`src/rhc_pkg.sv`:
```
package rhc_pkg;

    localparam int CH_W              = 8;
    localparam int HUE_W             = 15;
    localparam int HUE_FRAC_BITS_DEF = 6;

    typedef struct packed {
        logic [CH_W-1:0] red;
        logic [CH_W-1:0] green;
        logic [CH_W-1:0] blue;
    } rgb_t;

    typedef struct packed {
        logic [HUE_W-1:0] hue;
        logic [CH_W-1:0]  saturation;
        logic [CH_W-1:0]  brightness;
        logic             achromatic;
    } hsv_t;

endpackage

```
`src/rhc_divider.sv`:
```
// Restoring divider, one quotient bit per register stage, most significant first.
// The quotient must fit in QW bits; it leaves the last stage, and the stages advance only while en is high.
module rhc_divider #(
    parameter int NW = 24,
    parameter int DW = 9,
    parameter int QW = 15
) (
    input  logic          clk,
    input  logic          en,
    input  logic [NW-1:0] dividend,
    input  logic [DW-1:0] divisor,
    output logic [QW-1:0] quotient
);

    localparam int CW = (NW > DW + QW) ? NW : DW + QW;

    logic [CW-1:0] rem_reg [QW];
    logic [DW-1:0] dvs_reg [QW];
    logic [QW-1:0] quo_reg [QW];

    for (genvar k = 0; k < QW; k++) begin : g_stage
        localparam int SH   = QW - 1 - k;
        localparam int PREV = (k == 0) ? 0 : k - 1;

        logic [CW-1:0] rem_in;
        logic [DW-1:0] dvs_in;
        logic [QW-1:0] quo_in;
        logic [CW-1:0] dvs_sh;
        logic [CW:0]   diff;
        logic          qbit;
        logic [CW-1:0] rem_next;
        logic [QW-1:0] quo_next;

        assign rem_in = (k == 0) ? CW'(dividend) : rem_reg[PREV];
        assign dvs_in = (k == 0) ? divisor : dvs_reg[PREV];
        assign quo_in = (k == 0) ? '0 : quo_reg[PREV];

        assign dvs_sh   = CW'(dvs_in) << SH;
        assign diff     = {1'b0, rem_in} - {1'b0, dvs_sh};
        assign qbit     = ~diff[CW];
        assign rem_next = qbit ? diff[CW-1:0] : rem_in;
        assign quo_next = quo_in | (QW'(qbit) << SH);

        always_ff @(posedge clk)
        begin
            if (en)
            begin
                rem_reg[k] <= rem_next;
                dvs_reg[k] <= dvs_in;
                quo_reg[k] <= quo_next;
            end
        end
    end

    assign quotient = quo_reg[QW-1];

endmodule

```
`src/rgb_to_hsv_converter_unit.sv`:
```
// Channel  Dir  Payload  Handshake
// pixel    in   rgb_t    pixel_valid / pixel_stall
// hsv      out  hsv_t    hsv_valid / hsv_stall
//
// Accepts one pixel per cycle while hsv is not stalled; the path runs through
// the bit-per-stage hue divider (HUE_FRAC_BITS + 9 stages) plus three
// registers for operand setup, sector/numerator and the output.
// Reset clears only the valid bits. A stall on hsv freezes the whole pipeline
// in place and is passed back as pixel_stall in the same cycle.
module rgb_to_hsv_converter_unit
    import rhc_pkg::*;
#(
    parameter int HUE_FRAC_BITS = HUE_FRAC_BITS_DEF
) (
    input  logic clk,
    input  logic rst_n,
    input  logic pixel_valid,
    output logic pixel_stall,
    input  rgb_t pixel,
    output logic hsv_valid,
    input  logic hsv_stall,
    output hsv_t hsv
);

    localparam int HQW    = 9 + HUE_FRAC_BITS;
    localparam int HNW    = 18 + HUE_FRAC_BITS;
    localparam int SQW    = CH_W;
    localparam int SNW    = 17;
    localparam int DVW    = CH_W + 1;
    localparam int SATPAD = HQW - SQW;
    localparam logic [HQW-1:0] FULL = HQW'(360) << HUE_FRAC_BITS;

    localparam logic [1:0] SEC_RED   = 2'd0;
    localparam logic [1:0] SEC_GREEN = 2'd1;
    localparam logic [1:0] SEC_BLUE  = 2'd2;

    logic adv;
    assign adv         = ~(hsv_valid && hsv_stall);
    assign pixel_stall = ~adv;

    // stage 1: max, min, sector
    logic [CH_W-1:0] mx_c, mn_c;
    logic [1:0]      sec_c;
    logic signed [CH_W:0] n_c;

    always_comb
    begin
        mx_c = (pixel.red > pixel.green) ? pixel.red : pixel.green;
        mx_c = (mx_c > pixel.blue) ? mx_c : pixel.blue;
        mn_c = (pixel.red < pixel.green) ? pixel.red : pixel.green;
        mn_c = (mn_c < pixel.blue) ? mn_c : pixel.blue;
        if (mx_c == pixel.red)
        begin
            sec_c = SEC_RED;
            n_c   = $signed({1'b0, pixel.green}) - $signed({1'b0, pixel.blue});
        end
        else if (mx_c == pixel.green)
        begin
            sec_c = SEC_GREEN;
            n_c   = $signed({1'b0, pixel.blue}) - $signed({1'b0, pixel.red});
        end
        else
        begin
            sec_c = SEC_BLUE;
            n_c   = $signed({1'b0, pixel.red}) - $signed({1'b0, pixel.green});
        end
    end

    logic                 v1_reg;
    logic [CH_W-1:0]      mx1_reg, d1_reg;
    logic [1:0]           sec1_reg;
    logic signed [CH_W:0] n1_reg;

    always_ff @(posedge clk or negedge rst_n)
    begin
        if (!rst_n)
            v1_reg <= 1'b0;
        else if (adv)
            v1_reg <= pixel_valid;
    end

    always_ff @(posedge clk)
    begin
        if (adv)
        begin
            mx1_reg  <= mx_c;
            d1_reg   <= mx_c - mn_c;
            sec1_reg <= sec_c;
            n1_reg   <= n_c;
        end
    end

    // stage 2: hue numerator base*d + 60*n, divider operands
    logic [16:0]        base_d;
    logic signed [18:0] m_s;
    logic [16:0]        m_c;

    always_comb
    begin
        case (sec1_reg)
            SEC_RED:   base_d = 17'(d1_reg) * 17'd360;
            SEC_GREEN: base_d = 17'(d1_reg) * 17'd120;
            SEC_BLUE:  base_d = 17'(d1_reg) * 17'd240;
            default:   base_d = '0;
        endcase
        m_s = $signed({2'b00, base_d}) + n1_reg * 19'sd60;
        m_c = m_s[16:0];
    end

    logic            v2_reg;
    logic [HNW-1:0]  hdvd2_reg;
    logic [DVW-1:0]  hdvs2_reg;
    logic [SNW-1:0]  sdvd2_reg;
    logic [DVW-1:0]  sdvs2_reg;
    logic [CH_W-1:0] mx2_reg;
    logic            ach2_reg;

    always_ff @(posedge clk or negedge rst_n)
    begin
        if (!rst_n)
            v2_reg <= 1'b0;
        else if (adv)
            v2_reg <= v1_reg;
    end

    always_ff @(posedge clk)
    begin
        if (adv)
        begin
            hdvd2_reg <= (HNW'(m_c) << (HUE_FRAC_BITS + 1)) + HNW'(d1_reg);
            hdvs2_reg <= {d1_reg, 1'b0};
            sdvd2_reg <= SNW'(d1_reg) * SNW'(510) + SNW'(mx1_reg);
            sdvs2_reg <= {mx1_reg, 1'b0};
            mx2_reg   <= mx1_reg;
            ach2_reg  <= (d1_reg == '0);
        end
    end

    // dividers
    logic [HQW-1:0] hue_q;
    logic [SQW-1:0] sat_q;

    rhc_divider #(
        .NW(HNW),
        .DW(DVW),
        .QW(HQW)
    ) u_hue_div (
        .clk      (clk),
        .en       (adv),
        .dividend (hdvd2_reg),
        .divisor  (hdvs2_reg),
        .quotient (hue_q)
    );

    rhc_divider #(
        .NW(SNW),
        .DW(DVW),
        .QW(SQW)
    ) u_sat_div (
        .clk      (clk),
        .en       (adv),
        .dividend (sdvd2_reg),
        .divisor  (sdvs2_reg),
        .quotient (sat_q)
    );

    // side band alongside the hue divider
    logic            vd_reg  [HQW];
    logic [CH_W-1:0] mxd_reg [HQW];
    logic            achd_reg[HQW];
    logic [CH_W-1:0] satd_reg[SATPAD];

    always_ff @(posedge clk or negedge rst_n)
    begin
        if (!rst_n)
        begin
            for (int i = 0; i < HQW; i++)
                vd_reg[i] <= 1'b0;
        end
        else if (adv)
        begin
            vd_reg[0] <= v2_reg;
            for (int i = 1; i < HQW; i++)
                vd_reg[i] <= vd_reg[i-1];
        end
    end

    always_ff @(posedge clk)
    begin
        if (adv)
        begin
            mxd_reg[0]  <= mx2_reg;
            achd_reg[0] <= ach2_reg;
            for (int i = 1; i < HQW; i++)
            begin
                mxd_reg[i]  <= mxd_reg[i-1];
                achd_reg[i] <= achd_reg[i-1];
            end
            satd_reg[0] <= sat_q;
            for (int i = 1; i < SATPAD; i++)
                satd_reg[i] <= satd_reg[i-1];
        end
    end

    // output: wrap hue, force hue and saturation of achromatic results to zero
    logic           hsv_valid_reg;
    hsv_t           hsv_reg;
    hsv_t           hsv_next;
    logic [HQW-1:0] hue_wrap;
    logic           ach_last;

    always_comb
    begin
        ach_last = achd_reg[HQW-1];
        hue_wrap = (hue_q >= FULL) ? hue_q - FULL : hue_q;
        hsv_next.hue        = ach_last ? '0 : HUE_W'(hue_wrap);
        hsv_next.saturation = ach_last ? '0 : satd_reg[SATPAD-1];
        hsv_next.brightness = mxd_reg[HQW-1];
        hsv_next.achromatic = ach_last;
    end

    always_ff @(posedge clk or negedge rst_n)
    begin
        if (!rst_n)
            hsv_valid_reg <= 1'b0;
        else if (adv)
            hsv_valid_reg <= vd_reg[HQW-1];
    end

    always_ff @(posedge clk)
    begin
        if (adv)
            hsv_reg <= hsv_next;
    end

    assign hsv_valid = hsv_valid_reg;
    assign hsv       = hsv_reg;

endmodule

```
`config.mk`:
```
export PLATFORM = sky130hd
export DESIGN_NAME = rgb_to_hsv_converter_unit
export DESIGN_NICKNAME = d
export VERILOG_FILES = /design/src/rhc_pkg.sv /design/src/rhc_divider.sv /design/src/rgb_to_hsv_converter_unit.sv
export SDC_FILE = /design/constraint.sdc
export NUM_CORES = 2
export LEC_CHECK = 0
export ABC_AREA = 1
export BUFFER_PORTS_ARGS = -buffer_cell sky130_fd_sc_hd__clkbuf_2
export CAP_MARGIN = 20
export CORE_ASPECT_RATIO = 1.2
export CORE_MARGIN = 2
export CORE_UTILIZATION = 59
export CTS_BUF_LIST = sky130_fd_sc_hd__clkbuf_4
export CTS_CLUSTER_DIAMETER = 80
export DETAILED_ROUTE_END_ITERATION = 7
export GPL_TIMING_DRIVEN = 0
export PLACE_DENSITY = 0.78
export SETUP_SLACK_MARGIN = 0.4
export SYNTH_ARGS = -nofsm -noshare
export SYNTH_HDL_FRONTEND = slang
export SYNTH_SLANG_ARGS = --single-unit
```
`constraint.sdc`:
```
create_clock -name clk -period 26.5 [get_ports clk]
set_input_delay 5.3 -clock clk [delete_from_list [all_inputs] [get_ports clk]]
set_output_delay 5.3 -clock clk [all_outputs]
set_load 0.02 [all_outputs]
```
==> impl_metrics.csv <==
group,metric,value,unit
logic_synthesis,synth_cells,4065,
critical_path,worstReg2RegStart,"d1_reg[5]$_DFFE_PN_",
drt,ant_nets,0,
clock_network,postCtsSetupBuffers,0,
critical_path,critPathLaunch,"hsv_stall",
logic_synthesis,yosys_warnings,0,
floorplanning,row_count,113,
outcome,status,"finished, final reports clean",
logic_synthesis,synthArstFlopShare,1.93,%
logic_synthesis,synthTopCellsByArea,"edfxtp_1, ha_1, inv_1",
timing,fin_crit_sh,43.3,%
global_routing,grt_pass1_wl,129,mm
clock_network,htree_levels,4,
logic_synthesis,synth.top_cell.area_share,58.2,%
critical_path,rr_endpoint,"sdvd2_reg[16]$_DFFE_PN_",
logic_synthesis,synth_nets,4518,
clock_network,post_cts_resized,0,
critical_path,r2r_cells,20,
logic_synthesis,synth_top_area_cell,"edfxtp_1",
timing,rsz0062_at_grt,"no",
global_routing,grt_pass1_vias,29855,
place,hpwl,55.2,mm
floorplanning,die_h,314,um
critical_path,required,21.20,ns
drt,drt-pass1-iter-count,6,
timing,hold_viol,0,
timing,worstMarginPinSlew,1.00,ns
critical_path,crit_path_start_kind,"input port",
place,portBuffers,61,
final_layout,register_area,28000,um^2
timing,slew_headroom,33.0,%
clock_network,cts_max_path_buffers,3,
final_layout,layout_commonest_cell,"edfxtp_1",
timing,fin_setup_tns,0,ns
logic_synthesis,netlist_area,47200,um^2
final_layout,largest_reg_flops,266,
final_layout,multi_input_comb_area,16700,um^2
run,drv_cap,0,
global_routing,grt-busiest-layer,"met2",
global_routing,globalRouteMet2Util,38.0,%
floorplanning,dieArea,82400,um^2
timing,max_freq,0.0871,GHz
global_routing,met1_usage,17.8,%
final_layout,final_cell_mix,"edfxtp_1, inv_1, nand2_1",
critical_path,endpoint_kind,"output port",
global_routing,grtUsageMet3,3.92,%
global_routing,antenna_found_initial,3,
drt,routed_wl,76.1,mm
clock_network,cts_buffers,221,
timing,min_period,11.48,ns
drt,wl_per_cell,13.7,um
timing,skew,0.0752,ns
floorplanning,die_width,262,um
floorplanning,io_pins,62,
timing,slew_violations,0,
critical_path,r2r_slack,20.91,ns
logic_synthesis,seq_area_frac_synth,59.2,%
drt,drt_iter0_drc,1580,
drt,vias,28763,
clock_network,cts.sinks,934,
logic_synthesis,synth_area_per_cell,11.6,um^2
drt,drcViolationCount,0,
place,gp_congestion,0.883,
clock_network,cts_root_buf,"clkbuf_4",
floorplanning,coreArea,79200,um^2
global_routing,grt_start_max_net_pins,129,
clock_network,cts_tree,"yes",
floorplanning,initial_core_util,59.7,%
final_layout,drive_gt1_share,10.6,%
final_layout,fillerInstances,5891,
clock_network,ctsHoldBuffers,0,
clock_network,cts.clk_slew.worst_paths,0.06,ns
critical_path,arrival,6.18,ns
drt,vias_per_cell,5.18,
hold_path,hp-class,"flop to flop",
clock_network,clk_latency,1.08,ns
global_routing,track_usage,18.9,%
final_layout,finalNetCount,4809,
logic_synthesis,synth-edff-count,916,
logic_synthesis,synth_top_flop_cell,"edfxtp_1",
critical_path,crit_end,"pixel_stall",
global_routing,grt-ovfl-total,0,
critical_path,critical_path_class,"input port to output port",
timing,final-setup-viol-count,0,
logic_synthesis,ys_types,56,
critical_path,critical_path.max_fanout,10,
logic_synthesis,synth.ff_latch_count,934,
final_layout,syn_to_final_growth,9.52,%
## worst min-delay path by stage
stage / startpoint / end / slack, ns / cells after the start
2_1_floorplan: ach2_reg$_DFFE_PN_ / achd_reg[0][0]$_DFFE_PN_ / 0.40 / 0
3_3_place_gp: u_hue_div.rem_reg[0][13]$_DFFE_PN_ / u_hue_div.rem_reg[0][37]$_DFFE_PN_ / 0.40 / 0
3_5_place_dp: achd_reg[1][0]$_DFFE_PN_ / achd_reg[1][1]$_DFFE_PN_ / 0.40 / 0
4_1_cts: mxd_reg[7][6]$_DFFE_PN_ / mxd_reg[8][6]$_DFFE_PN_ / 0.34 / 0
5_1_grt: mxd_reg[7][6]$_DFFE_PN_ / mxd_reg[8][6]$_DFFE_PN_ / 0.35 / 0
6_report: mxd_reg[7][6]$_DFFE_PN_ / mxd_reg[8][6]$_DFFE_PN_ / 0.36 / 0
## per-layer routing
metal	part of all wire (%)	up-vias
met5	0.016	-
met4	3.2	2
met3	3.3	176
met2	57	475
met1	36	13498
li1	-	14612
## cell type report
class	count	share of cell area, %
clock inverters	60	0.563
diodes	7	0.0339
plain buffers	33	0.317
well taps	1035	2.50
inverters	655	4.75
flip-flops and latches	934	54.0
clock buffers	318	4.61
repair buffers	68	0.963
multi-input cells	2443	32.2
## critical path, cell delays in order
cell and delay (ns):
clkbuf_2 0.07, nand2_1 0.08, clkinv_1 0.15, clkbuf_1 0.33, clkbuf_2 0.24
## synth_stat cells (2+ instances only)
cell / n
a21oi_2: 2
a31oi_1: 7
o21ai_2: 20
buf_6: 3
ha_1: 339
a211oi_1: 15
fa_1: 86
nand2_1: 554
o221ai_1: 8
buf_2: 3
a21o_1: 8
nor2_2: 2
o21a_1: 6
o211ai_1: 17
clkbuf_1: 25
o21bai_1: 18
a21boi_0: 5
o21ai_0: 233
xor2_1: 192
o21ai_1: 20
mux2_2: 2
and2_1: 9
o22ai_1: 3
or2_2: 8
nand3_1: 100
a21oi_1: 250
nor2_1: 305
inv_2: 7
nand4_1: 17
xnor2_1: 106
nand3b_1: 22
nor4_1: 15
inv_1: 646
nand3_2: 2
nor3_1: 39
o31ai_1: 6
edfxtp_1: 916
dfrtp_1: 18
nor2_4: 2
nor3_2: 4
clkinv_1: 2
nand2_2: 9
## kinds of logic (layout without fill, tap and decap cells)
logic type      after synthesis  in the layout  synth area share (%)
simple gates               1092           1092                  9.68
compound gates              625            625                  7.36
xor+xnor                    299            299                  5.57
flops                       934            934                  59.2
fa+ha+maj                   425            425                  12.6
buf+inv                     688           1134                  5.53
other cells                   0              7                     0
mux                           2              2                0.0477
## through the flow
stage | hold slack [ns] | area, um^2 | std cells | worst slack, ns | util [%]
after floorplan | 0.400 | 47200 | 4065 | 8.68 | -
after global placement | 0.400 | 48800 | 5161 | 4.83 | 61.7
after detailed placement | 0.405 | 49000 | 5168 | 15.02 | 61.9
after CTS | 0.340 | 51700 | 5546 | 15.02 | 65.3
after global routing | 0.352 | 51700 | 5551 | 14.91 | 65.3
final | 0.363 | 51700 | 5553 | 15.02 | 65.3
Power is not shown: default switching activity piles up to over one toggle a cycle in this logic, so the estimate is an artifact.
